## src/disk_request_scheduler_assert.svh

```systemverilog
// ----------------------------------------------------------------------------
// Disk request scheduler assertion macros
// Shorthand for clocked checks with reset disable.
// ----------------------------------------------------------------------------
`ifndef DISK_REQUEST_SCHEDULER_ASSERT_SVH
`define DISK_REQUEST_SCHEDULER_ASSERT_SVH

// same-cycle implication
`define DRS_ASSERT_NOW(lbl, ante, cons, msg) \
  lbl: assert property (@(posedge clk) disable iff (!rst_n) (ante) |-> (cons)) \
    else $error(msg);

// next-cycle implication
`define DRS_ASSERT_NEXT(lbl, ante, cons, msg) \
  lbl: assert property (@(posedge clk) disable iff (!rst_n) (ante) |=> (cons)) \
    else $error(msg);

`endif

```

## src/drs_pkg.sv

```systemverilog
// ----------------------------------------------------------------------------
// drs_pkg
// Types and constants shared by the disk request scheduler modules.
// ----------------------------------------------------------------------------
package drs_pkg;

  localparam int QUEUE_DEPTH = 32;
  localparam int TRACK_WIDTH = 16;
  localparam int TAG_WIDTH   = 8;
  localparam int IDX_W       = $clog2(QUEUE_DEPTH);
  localparam int CNT_W       = $clog2(QUEUE_DEPTH + 1);
  localparam int MODE_W      = 3;
  localparam int STATUS_W    = 2;

  localparam logic [STATUS_W-1:0] ST_ADDED   = 2'd0;
  localparam logic [STATUS_W-1:0] ST_DISPATCH = 2'd1;
  localparam logic [STATUS_W-1:0] ST_EMPTY   = 2'd2;
  localparam logic [STATUS_W-1:0] ST_FULL    = 2'd3;

  localparam logic [MODE_W-1:0] MODE_FIFO  = 3'd0;
  localparam logic [MODE_W-1:0] MODE_SSTF  = 3'd1;
  localparam logic [MODE_W-1:0] MODE_LOOK  = 3'd2;
  localparam logic [MODE_W-1:0] MODE_CLOOK = 3'd3;
  localparam logic [MODE_W-1:0] MODE_FSCAN = 3'd4;

  localparam logic CMD_ADD      = 1'b0;
  localparam logic CMD_DISPATCH = 1'b1;

  localparam logic [0:0] REG_POLICY_MODE = 1'b0;

  typedef enum logic [2:0] {
    S_IDLE,
    S_SETUP,
    S_SCAN,
    S_EVAL,
    S_FINISH
  } drs_state_t;

  typedef enum logic [1:0] {
    K_FIRST,
    K_NEAR,
    K_LOW,
    K_HIGH
  } drs_kind_t;

  typedef enum logic [1:0] {
    SD_ANY,
    SD_UP,
    SD_DOWN
  } drs_side_t;

  typedef struct packed {
    logic [TRACK_WIDTH-1:0] trk;
    logic [TAG_WIDTH-1:0]   tag;
    logic                   act;
  } drs_entry_t;

  typedef struct packed {
    logic                   append;
    logic                   remove;
    logic                   activate;
    logic [IDX_W-1:0]       wr_idx;
    logic [IDX_W-1:0]       rm_idx;
    logic [TRACK_WIDTH-1:0] trk;
    logic [TAG_WIDTH-1:0]   tag;
  } drs_store_op_t;

  typedef struct packed {
    logic      clear;
    logic      step;
    drs_kind_t kind;
    drs_side_t side;
    logic      batched;
  } drs_pick_ctl_t;

endpackage

```

## src/drs_store.sv

```systemverilog
// ----------------------------------------------------------------------------
// drs_store
// Request slots kept in arrival order; append, remove with shift-down,
// batch activation and one indexed read port.
// ----------------------------------------------------------------------------
module drs_store (
  input  logic                           clk,
  input  drs_pkg::drs_store_op_t         op,
  input  logic [drs_pkg::IDX_W-1:0]      rd_idx,
  input  logic [drs_pkg::CNT_W-1:0]      cnt,
  output drs_pkg::drs_entry_t            rd_ent,
  output logic                           any_active
);

  logic [drs_pkg::TRACK_WIDTH-1:0] trk_r [drs_pkg::QUEUE_DEPTH];
  logic [drs_pkg::TAG_WIDTH-1:0]   tag_r [drs_pkg::QUEUE_DEPTH];
  logic                            act_r [drs_pkg::QUEUE_DEPTH];

  always_ff @(posedge clk) begin
    for (int j = 0; j < drs_pkg::QUEUE_DEPTH; j++) begin
      if (op.append && (op.wr_idx == drs_pkg::IDX_W'(j))) begin
        trk_r[j] <= op.trk;
        tag_r[j] <= op.tag;
        act_r[j] <= 1'b0;
      end else if (op.remove && (drs_pkg::IDX_W'(j) >= op.rm_idx) &&
                   (j < drs_pkg::QUEUE_DEPTH - 1)) begin
        trk_r[j] <= trk_r[(j + 1) % drs_pkg::QUEUE_DEPTH];
        tag_r[j] <= tag_r[(j + 1) % drs_pkg::QUEUE_DEPTH];
        act_r[j] <= act_r[(j + 1) % drs_pkg::QUEUE_DEPTH];
      end else if (op.activate) begin
        act_r[j] <= 1'b1;
      end
    end
  end

  always_comb begin
    rd_ent.trk = trk_r[rd_idx];
    rd_ent.tag = tag_r[rd_idx];
    rd_ent.act = act_r[rd_idx];
  end

  always_comb begin
    any_active = 1'b0;
    for (int j = 0; j < drs_pkg::QUEUE_DEPTH; j++) begin
      if (act_r[j] && (drs_pkg::CNT_W'(j) < cnt)) begin
        any_active = 1'b1;
      end
    end
  end

endmodule

```

## src/drs_pick.sv

```systemverilog
// ----------------------------------------------------------------------------
// drs_pick
// Shared compare unit: looks at one slot per cycle when stepped, keeps the best so far.
// ----------------------------------------------------------------------------
module drs_pick (
  input  logic                              clk,
  input  logic                              rst_n,
  input  drs_pkg::drs_pick_ctl_t            ctl,
  input  logic [drs_pkg::TRACK_WIDTH-1:0]   head,
  input  logic [drs_pkg::IDX_W-1:0]         idx,
  input  drs_pkg::drs_entry_t               ent,
  output logic                              found,
  output logic [drs_pkg::IDX_W-1:0]         best_idx,
  output logic [drs_pkg::TRACK_WIDTH-1:0]   best_trk,
  output logic [drs_pkg::TAG_WIDTH-1:0]     best_tag
);

  logic                            found_r;
  logic [drs_pkg::IDX_W-1:0]       idx_r;
  logic [drs_pkg::TRACK_WIDTH-1:0] trk_r;
  logic [drs_pkg::TAG_WIDTH-1:0]   tag_r;
  logic [drs_pkg::TRACK_WIDTH-1:0] seek_len_r;
  logic [drs_pkg::TRACK_WIDTH-1:0] seek_len;
  logic                            ge_head;
  logic                            ok;
  logic                            better;

  always_comb begin
    ge_head  = (ent.trk >= head);
    seek_len = ge_head ? (ent.trk - head) : (head - ent.trk);
    ok       = (!ctl.batched || ent.act);
    case (ctl.side)
      drs_pkg::SD_UP:   ok = ok && ge_head;
      drs_pkg::SD_DOWN: ok = ok && (ent.trk <= head);
      default:          ok = ok;
    endcase
    case (ctl.kind)
      drs_pkg::K_NEAR: better = !found_r || (seek_len < seek_len_r);
      drs_pkg::K_LOW:  better = !found_r || (ent.trk < trk_r);
      drs_pkg::K_HIGH: better = !found_r || (ent.trk >= trk_r);
      default:         better = !found_r;
    endcase
  end

  always_ff @(posedge clk) begin
    if (!rst_n || ctl.clear) begin
      found_r <= 1'b0;
    end else if (ctl.step && ok && better) begin
      found_r <= 1'b1;
    end
    if (ctl.step && ok && better) begin
      idx_r      <= idx;
      trk_r      <= ent.trk;
      tag_r      <= ent.tag;
      seek_len_r <= seek_len;
    end
  end

  assign found    = found_r;
  assign best_idx = idx_r;
  assign best_trk = trk_r;
  assign best_tag = tag_r;

endmodule

```

## src/disk_request_scheduler.sv

```systemverilog
// ----------------------------------------------------------------------------
// disk_request_scheduler
// Holds up to 32 disk requests and hands them out under a selectable policy.
// ----------------------------------------------------------------------------
// An add passes from acceptance through the setup and finish states to the
// result beat. A dispatch walks the held requests one slot per cycle through a
// single compare unit, and walks them a second time when a look sweep turns
// around or a circular look wraps. in_stall stays high until the result beat
// has been loaded into the output register.
module disk_request_scheduler (
  input  logic                              clk,
  input  logic                              rst_n,
  input  logic                              in_valid,
  output logic                              in_stall,
  input  logic                              in_command,
  input  logic [drs_pkg::TRACK_WIDTH-1:0]   in_request_track,
  input  logic [drs_pkg::TAG_WIDTH-1:0]     in_request_tag,
  input  logic [drs_pkg::TRACK_WIDTH-1:0]   in_head_track,
  output logic                              out_valid,
  input  logic                              out_stall,
  output logic [drs_pkg::STATUS_W-1:0]      out_status,
  output logic [drs_pkg::TAG_WIDTH-1:0]     out_chosen_tag,
  output logic [drs_pkg::TRACK_WIDTH-1:0]   out_chosen_track,
  output logic [drs_pkg::CNT_W-1:0]         out_pending_total,
  output logic                              out_all_done,
  input  logic                              psel,
  input  logic                              penable,
  input  logic                              pwrite,
  input  logic [2:0]                        paddr,
  input  logic [31:0]                       pwdata,
  output logic [31:0]                       prdata,
  output logic                              pready
);

  drs_pkg::drs_state_t state_r, state_nxt;

  logic [drs_pkg::MODE_W-1:0]      mode_r;
  logic [drs_pkg::CNT_W-1:0]       cnt_r, cnt_nxt;
  logic                            sweep_r, sweep_nxt;
  logic                            cmd_r;
  logic [drs_pkg::TRACK_WIDTH-1:0] rtrk_r;
  logic [drs_pkg::TAG_WIDTH-1:0]   rtag_r;
  logic [drs_pkg::TRACK_WIDTH-1:0] head_r;
  logic [drs_pkg::IDX_W-1:0]       idx_r, idx_nxt;
  logic                            pass_r, pass_nxt;
  drs_pkg::drs_kind_t              kind_r, kind_nxt;
  drs_pkg::drs_side_t              side_r, side_nxt;
  logic                            batch_r, batch_nxt;
  logic [drs_pkg::STATUS_W-1:0]    rstat_r, rstat_nxt;
  logic [drs_pkg::TAG_WIDTH-1:0]   rtago_r, rtago_nxt;
  logic [drs_pkg::TRACK_WIDTH-1:0] rtrko_r, rtrko_nxt;

  logic                            out_valid_r;
  logic [drs_pkg::STATUS_W-1:0]    out_status_r;
  logic [drs_pkg::TAG_WIDTH-1:0]   out_tag_r;
  logic [drs_pkg::TRACK_WIDTH-1:0] out_trk_r;
  logic [drs_pkg::CNT_W-1:0]       out_cnt_r;

  drs_pkg::drs_store_op_t          sop;
  drs_pkg::drs_pick_ctl_t          pctl;
  drs_pkg::drs_entry_t             rd_ent;
  logic                            any_active;
  logic                            found;
  logic [drs_pkg::IDX_W-1:0]       best_idx;
  logic [drs_pkg::TRACK_WIDTH-1:0] best_trk;
  logic [drs_pkg::TAG_WIDTH-1:0]   best_tag;

  logic in_acc;
  logic out_free;
  logic last_slot;
  logic sweep_eff;
  logic cfg_wr;

  assign in_acc    = in_valid && !in_stall;
  assign out_free  = !out_valid_r || !out_stall;
  assign last_slot = ({1'b0, idx_r} == (cnt_r - drs_pkg::CNT_W'(1)));
  assign in_stall  = (state_r != drs_pkg::S_IDLE);

  // configuration
  assign pready = 1'b1;
  assign cfg_wr = psel && penable && pwrite && pready;
  assign prdata = (paddr[2] == drs_pkg::REG_POLICY_MODE) ?
                  {{(32 - drs_pkg::MODE_W){1'b0}}, mode_r} : 32'd0;

  always_ff @(posedge clk) begin
    if (!rst_n) begin
      mode_r <= drs_pkg::MODE_FIFO;
    end else if (cfg_wr && (paddr[2] == drs_pkg::REG_POLICY_MODE)) begin
      mode_r <= pwdata[drs_pkg::MODE_W-1:0];
    end
  end

  // next state
  always_comb begin
    state_nxt = state_r;
    unique case (state_r)
      drs_pkg::S_IDLE: begin
        if (in_acc) state_nxt = drs_pkg::S_SETUP;
      end
      drs_pkg::S_SETUP: begin
        if (cmd_r == drs_pkg::CMD_ADD || cnt_r == '0) state_nxt = drs_pkg::S_EVAL;
        else                                            state_nxt = drs_pkg::S_SCAN;
        if (cmd_r == drs_pkg::CMD_ADD) state_nxt = drs_pkg::S_FINISH;
      end
      drs_pkg::S_SCAN: begin
        if (last_slot) state_nxt = drs_pkg::S_EVAL;
      end
      drs_pkg::S_EVAL: begin
        if (!found && !pass_r && (mode_r == drs_pkg::MODE_LOOK ||
            mode_r == drs_pkg::MODE_CLOOK || mode_r == drs_pkg::MODE_FSCAN)) begin
          state_nxt = (cnt_r == '0) ? drs_pkg::S_EVAL : drs_pkg::S_SCAN;
        end else begin
          state_nxt = drs_pkg::S_FINISH;
        end
      end
      drs_pkg::S_FINISH: begin
        if (out_free) state_nxt = drs_pkg::S_IDLE;
      end
      default: state_nxt = drs_pkg::S_IDLE;
    endcase
  end

  // outputs and datapath controls
  always_comb begin
    cnt_nxt   = cnt_r;
    sweep_nxt = sweep_r;
    idx_nxt   = idx_r;
    pass_nxt  = pass_r;
    kind_nxt  = kind_r;
    side_nxt  = side_r;
    batch_nxt = batch_r;
    rstat_nxt = rstat_r;
    rtago_nxt = rtago_r;
    rtrko_nxt = rtrko_r;
    sop.append   = 1'b0;
    sop.remove   = 1'b0;
    sop.activate = 1'b0;
    sop.wr_idx   = cnt_r[drs_pkg::IDX_W-1:0];
    sop.rm_idx   = best_idx;
    sop.trk      = rtrk_r;
    sop.tag      = rtag_r;
    pctl.clear   = 1'b0;
    pctl.step    = 1'b0;
    pctl.kind    = kind_r;
    pctl.side    = side_r;
    pctl.batched = batch_r;
    sweep_eff    = sweep_r;
    unique case (state_r)
      drs_pkg::S_SETUP: begin
        rtago_nxt = '0;
        rtrko_nxt = '0;
        idx_nxt   = '0;
        pass_nxt  = 1'b0;
        if (cmd_r == drs_pkg::CMD_ADD) begin
          if (cnt_r == drs_pkg::CNT_W'(drs_pkg::QUEUE_DEPTH)) begin
            rstat_nxt = drs_pkg::ST_FULL;
          end else begin
            sop.append = 1'b1;
            cnt_nxt    = cnt_r + drs_pkg::CNT_W'(1);
            rstat_nxt  = drs_pkg::ST_ADDED;
          end
        end else begin
          pctl.clear = 1'b1;
          batch_nxt  = 1'b0;
          if (mode_r == drs_pkg::MODE_FSCAN && !any_active) begin
            sop.activate = 1'b1;
            sweep_eff    = 1'b1;
            sweep_nxt    = 1'b1;
          end
          case (mode_r)
            drs_pkg::MODE_SSTF: begin
              kind_nxt = drs_pkg::K_NEAR;
              side_nxt = drs_pkg::SD_ANY;
            end
            drs_pkg::MODE_LOOK, drs_pkg::MODE_FSCAN: begin
              kind_nxt  = sweep_eff ? drs_pkg::K_LOW : drs_pkg::K_HIGH;
              side_nxt  = sweep_eff ? drs_pkg::SD_UP : drs_pkg::SD_DOWN;
              batch_nxt = (mode_r == drs_pkg::MODE_FSCAN);
            end
            drs_pkg::MODE_CLOOK: begin
              kind_nxt = drs_pkg::K_LOW;
              side_nxt = drs_pkg::SD_UP;
            end
            default: begin
              kind_nxt = drs_pkg::K_FIRST;
              side_nxt = drs_pkg::SD_ANY;
            end
          endcase
        end
      end
      drs_pkg::S_SCAN: begin
        pctl.step = 1'b1;
        idx_nxt   = idx_r + drs_pkg::IDX_W'(1);
      end
      drs_pkg::S_EVAL: begin
        idx_nxt = '0;
        if (found) begin
          sop.remove = 1'b1;
          cnt_nxt    = cnt_r - drs_pkg::CNT_W'(1);
          rstat_nxt  = drs_pkg::ST_DISPATCH;
          rtago_nxt  = best_tag;
          rtrko_nxt  = best_trk;
        end else if (!pass_r && (mode_r == drs_pkg::MODE_LOOK ||
                     mode_r == drs_pkg::MODE_CLOOK || mode_r == drs_pkg::MODE_FSCAN)) begin
          pctl.clear = 1'b1;
          pass_nxt   = 1'b1;
          side_nxt   = drs_pkg::SD_ANY;
          if (mode_r == drs_pkg::MODE_CLOOK) begin
            kind_nxt = drs_pkg::K_LOW;
          end else begin
            kind_nxt  = sweep_r ? drs_pkg::K_HIGH : drs_pkg::K_LOW;
            sweep_nxt = !sweep_r;
          end
        end else begin
          rstat_nxt = drs_pkg::ST_EMPTY;
        end
      end
      default: begin
      end
    endcase
  end

  always_ff @(posedge clk) begin
    if (!rst_n) begin
      state_r     <= drs_pkg::S_IDLE;
      cnt_r       <= '0;
      sweep_r     <= 1'b1;
      out_valid_r <= 1'b0;
    end else begin
      state_r <= state_nxt;
      cnt_r   <= cnt_nxt;
      sweep_r <= sweep_nxt;
      if (state_r == drs_pkg::S_FINISH && out_free) begin
        out_valid_r <= 1'b1;
      end else if (!out_stall) begin
        out_valid_r <= 1'b0;
      end
    end
  end

  always_ff @(posedge clk) begin
    if (in_acc) begin
      cmd_r  <= in_command;
      rtrk_r <= in_request_track;
      rtag_r <= in_request_tag;
      head_r <= in_head_track;
    end
    idx_r   <= idx_nxt;
    pass_r  <= pass_nxt;
    kind_r  <= kind_nxt;
    side_r  <= side_nxt;
    batch_r <= batch_nxt;
    rstat_r <= rstat_nxt;
    rtago_r <= rtago_nxt;
    rtrko_r <= rtrko_nxt;
    if (state_r == drs_pkg::S_FINISH && out_free) begin
      out_status_r <= rstat_r;
      out_tag_r    <= rtago_r;
      out_trk_r    <= rtrko_r;
      out_cnt_r    <= cnt_r;
    end
  end

  assign out_valid         = out_valid_r;
  assign out_status        = out_status_r;
  assign out_chosen_tag    = out_tag_r;
  assign out_chosen_track  = out_trk_r;
  assign out_pending_total = out_cnt_r;
  assign out_all_done      = (out_cnt_r == '0);

  drs_store u_store (
    .clk        (clk),
    .op         (sop),
    .rd_idx     (idx_r),
    .cnt        (cnt_r),
    .rd_ent     (rd_ent),
    .any_active (any_active)
  );

  drs_pick u_pick (
    .clk      (clk),
    .rst_n    (rst_n),
    .ctl      (pctl),
    .head     (head_r),
    .idx      (idx_r),
    .ent      (rd_ent),
    .found    (found),
    .best_idx (best_idx),
    .best_trk (best_trk),
    .best_tag (best_tag)
  );

`include "disk_request_scheduler_assert.svh"

  `DRS_ASSERT_NOW(a_cnt_bound, 1'b1, cnt_r <= drs_pkg::CNT_W'(drs_pkg::QUEUE_DEPTH), "count overflow")
  `DRS_ASSERT_NEXT(a_accept_setup, in_acc, state_r == drs_pkg::S_SETUP, "accept without setup")
  `DRS_ASSERT_NOW(a_beat_from_finish, $rose(out_valid_r), $past(state_r) == drs_pkg::S_FINISH, "stray result beat")

endmodule

```

## config.mk

```make
export PLATFORM = sky130hd
export DESIGN_NAME = disk_request_scheduler
export DESIGN_NICKNAME = d
export VERILOG_FILES = /design/src/drs_pkg.sv /design/src/drs_store.sv /design/src/drs_pick.sv /design/src/disk_request_scheduler.sv
export VERILOG_INCLUDE_DIRS = /design/src /design/src/src
export SDC_FILE = /design/constraint.sdc
export NUM_CORES = 2
export LEC_CHECK = 0
export BUFFER_PORTS_ARGS = -buffer_cell sky130_fd_sc_hd__buf_2
export CAP_MARGIN = 30
export CORE_MARGIN = 2
export CORE_UTILIZATION = 55
export CTS_CLUSTER_SIZE = 10
export DETAILED_ROUTE_END_ITERATION = 12
export PLACE_DENSITY = 0.68
export RECOVER_POWER = 50
export SYNTH_ARGS = -nofsm -noshare
export SYNTH_HDL_FRONTEND = slang
export SYNTH_SLANG_ARGS = --single-unit
export TNS_END_PERCENT = 50
```

## constraint.sdc

```tcl
create_clock -name clk -period 16.2 [get_ports clk]
set_input_delay 3.24 -clock clk [delete_from_list [all_inputs] [get_ports clk]]
set_output_delay 3.24 -clock clk [all_outputs]
set_load 0.03 [all_outputs]
```

==> metrics.yaml <==
floorplan:
  die_x_um: 305
  die_y_um: 305
  core-area_um2: 89700
  die_area_um2: 92800
  placementRows: 110
  start_util: 0.554
  io_pins: 151
power_and_ir_drop:
  power_density_nw_per_um2: 127
  p_int_mw: 4.91
  switching_share: 0.288
  pwr-share-seq: 0.429
  power_switching_mw: 1.99
  combPwrFrac: 0.249
  vdd_drop_max_mv: 0.119
  p_clk_frac: 0.322
  power.leakage_nw: 18.7
  total_power_mw: 6.90
placed_design:
  place.gp.congestion: 0.884
  place_hpwl_um: 83400
  io_buffers: 89
  place_inst: 4305
  pre_cts_slack_ns: 6.10
yosys:
  synth_area_per_cell_um2: 15.4
  syn-cell-area_um2: 49700
  synth_edf_count: 955
  ys_async_sr_fraction: 0
  synth_cell_types: 82
  yosys_warnings: 0
  synthCells: 3223
  ys_seq_area_frac: 0.585
  ys_ff_latch: 975
  synth-main-ff-cell: "edfxtp_1"
clock_network:
  cts_tree: "done"
  numCtsBuffers: 111
  clk_pin_slew_ns: 0.06
  cts_resized: 0
  hold_buffers: 0
  cts_htree_levels: 3
  cts_setup_buffers: 0
  cts_num_sinks: 975
  cts_root_buf: "clkbuf_16"
  clk_path_buf_depth: 3
  clock_latency_ns: 0.69
timing:
  fin_crit_sh: 0.745
  hold-worst-slack_ns: 0.417
  fin_ws_ns: 4.13
  maxSlewViolCount: 1239
  maxSlewHeadroom: -1.50
  final-hold-violation-count: 0
  fmax_ghz: 0.0829
  setup_tns_ns: 0
  setup_viol: 0
  rsz0062_at_grt: "false"
  worst_slew_pin_slew_ns: 3.74
  min_period_ns: 12.07
  skew_ns: 0.0324
layout:
  area_growth_pct: 9.01
  nNetsFinal: 3411
  fin_cells: 4475
  diodes: 0
  drive_gt1_frac: 0.366
outcome:
  failed_checks: "max-capacitance violations, max-slew violations"
  outcome: "finished with violations"
detailed_routing:
  drt_wl_total_um: 129000
  final_antenna_net_count: 0
  routed_via_density: 6.45
  dr_total_vias: 28900
  drt_iter0_markers: 3173
  drc: 0
  wl_per_cell_um: 28.9
  first_pass_iters: 6
worst_hold_path:
  hp-class: "reg -> reg"
  hold_depth: 0
grt:
  grt_max_degree: 64
  antenna_found_initial: 2
  grt_pass1_wl_um: 194000
  grt_usage: 0.280
  grt_use_met1: 0.393
  grt_use_met3: 0.0453
  overflow: 0
  grt_use_met2: 0.452
  grt_pass1_vias: 29500
  top_usage_layer: "met2"
critical_path:
  crit_arrival_ns: 12.38
  endpoint_kind: "flip-flop"
  worstRegToRegCells: 23
  start_kind: "flip-flop"
  cp_max_fo: 40
  critical_path_required_ns: 16.51
  path_class: "reg -> reg"
flow_run:
  max-cap-violations: 43
worst paths after layout:
kind	start	to	slack [ns]
worst max-delay path	flip-flop	u_pick.best_trk[0]$_DFFE_PP_	4.13
worst min-delay path	rtrko_r[3]$_SDFFCE_PN0P_	out_chosen_track[3]$_DFFE_PP_	0.42
worst max register to register	flip-flop	u_pick.best_trk[0]$_DFFE_PP_	4.13
worst min register to register	rtrko_r[3]$_SDFFCE_PN0P_	out_chosen_track[3]$_DFFE_PP_	0.42
placed cells by master, fill, tap and decap left out, types with 12 or more instances in the layout:
master / instances
ha_1: 71
buf_4: 33
xor2_1: 12
o21ai_0: 63
buf_2: 71
conb_1: 30
nor3_1: 12
nand2b_1: 27
nand3_1: 32
clkbuf_1: 93
clkbuf_16: 114
a21o_1: 19
inv_1: 95
and2_0: 12
nor2_1: 56
xnor2_1: 18
nand2_1: 345
mux2_2: 676
dfxtp_1: 16
mux2i_1: 24
mux4_2: 248
nor2b_1: 19
a21oi_1: 50
edfxtp_1: 955
per-layer routing:
layer,vias up,part of all wire
met5,-,0
met4,0,0.028
met3,219,0.079
met2,1226,0.48
met1,15000,0.42
li1,12400,-
area by class of cell:
class | instances | area (um2)
Multi-Input combinational cell | 1895 | 19100
Sequential cell | 975 | 29100
Inverter | 95 | 357
Tap cell | 1176 | 1470
Timing Repair Buffer | 177 | 1110
Clock inverter | 11 | 73.8
Clock buffer | 146 | 2990
Fill cell | 6837 | 35600
power groups by stage:
stage          Combinational [mW]  Clock [mW]  Sequential (mW)
2_1_floorplan                1.25           0             2.95
3_3_place_gp                 1.61           0             3.04
3_5_place_dp                 1.67           0             3.03
4_1_cts                      1.68        2.26             2.98
5_1_grt                      1.86        2.35             2.97
6_report                     1.72        2.22             2.96
worst max-delay path, stage by stage, from the launching register on:
cell and delay [ns]:
dfxtp_4 0.88, clkbuf_1 2.69, mux4_2 0.77, mux4_2 0.58, mux2i_1 0.69, inv_1 0.29
fa_1 0.52, a211oi_1 0.29, o21ai_0 0.20, o31ai_1 0.65, o211ai_1 0.49, buf_4 0.34
a211oi_1 0.22, a31oi_1 0.08, xor2_1 0.30, ha_1 0.30, a21oi_1 0.13, nor2b_1 0.05
o21ai_0 0.14, o211ai_1 0.15, a221oi_1 0.61, o2bb2ai_1 0.26, a21oi_4 0.39, buf_4 0.55
cells in the mapped netlist, drive strengths merged (3+ instances only):
cell type / n / area (um2)
edfxtp: 955 / 28700
mux2: 685 / 7710
nand2: 348 / 1310
mux4: 248 / 5590
clkbuf: 164 / 616
buf: 122 / 756
inv: 95 / 357
ha: 71 / 888
o21ai: 65 / 329
nor2: 62 / 270
a21oi: 57 / 315
nand3: 32 / 160
nand2b: 27 / 176
mux2i: 24 / 240
a21o: 21 / 158
dfxtp: 20 / 400
and2: 19 / 119
nor2b: 19 / 119
xnor2: 18 / 158
nor3: 14 / 86.3
xor2: 12 / 105
a31oi: 11 / 90.1
o21bai: 11 / 82.6
a211oi: 9 / 67.6
o31ai: 9 / 67.6
and3: 8 / 50.1
o21a: 8 / 60.1
nand4: 7 / 43.8
or2: 7 / 43.8
a22oi: 6 / 45.0
and4: 6 / 52.6
o211ai: 6 / 45.0
nor4: 5 / 31.3
or3: 4 / 25.0
a211o: 3 / 26.3
a41oi: 3 / 26.3
o2111ai: 3 / 26.3
o22ai: 3 / 18.8
o41ai: 3 / 26.3
cell families (layout without fill, tap and decap cells):
| logic type | after synthesis | after routing | synth area share |
|---|---|---|---|
| AO/OA/AOI/OAI | 238 | 238 | 0.0317 |
| XOR/XNOR | 30 | 30 | 0.00529 |
| adder cells (fa/ha/maj) | 73 | 73 | 0.0187 |
| buffers and inverters | 381 | 429 | 0.0348 |
| flip-flops | 975 | 975 | 0.585 |
| multiplexers | 957 | 957 | 0.273 |
| other | 2 | 30 | 0.000151 |
| AND/OR/NAND/NOR | 567 | 567 | 0.0516 |
metrics by stage:
stage               utilization  instance area [um2]
floorplan                     -                49800
global placement          0.568                51000
detailed placement        0.571                51200
CTS                       0.605                54300
global route              0.604                54200
finish                    0.604                54200
state kept, by name, indices dropped and copies added (netlist names), 5 cells and up, named ones only:
name and cells:
idx_r 5, out_pending_total 6, u_store.act_r 32, head_r 16, rtrko_r 16, u_pick.best_idx 5, cnt_r 6, u_store.tag_r 256
u_pick.seek_len_r 16, rtag_r 8, out_chosen_tag 8, rtago_r 8, u_pick.best_tag 8, u_store.trk_r 512, u_pick.best_trk 16, out_chosen_track 16
rtrk_r 16
Power figures use the tool's default switching activity.
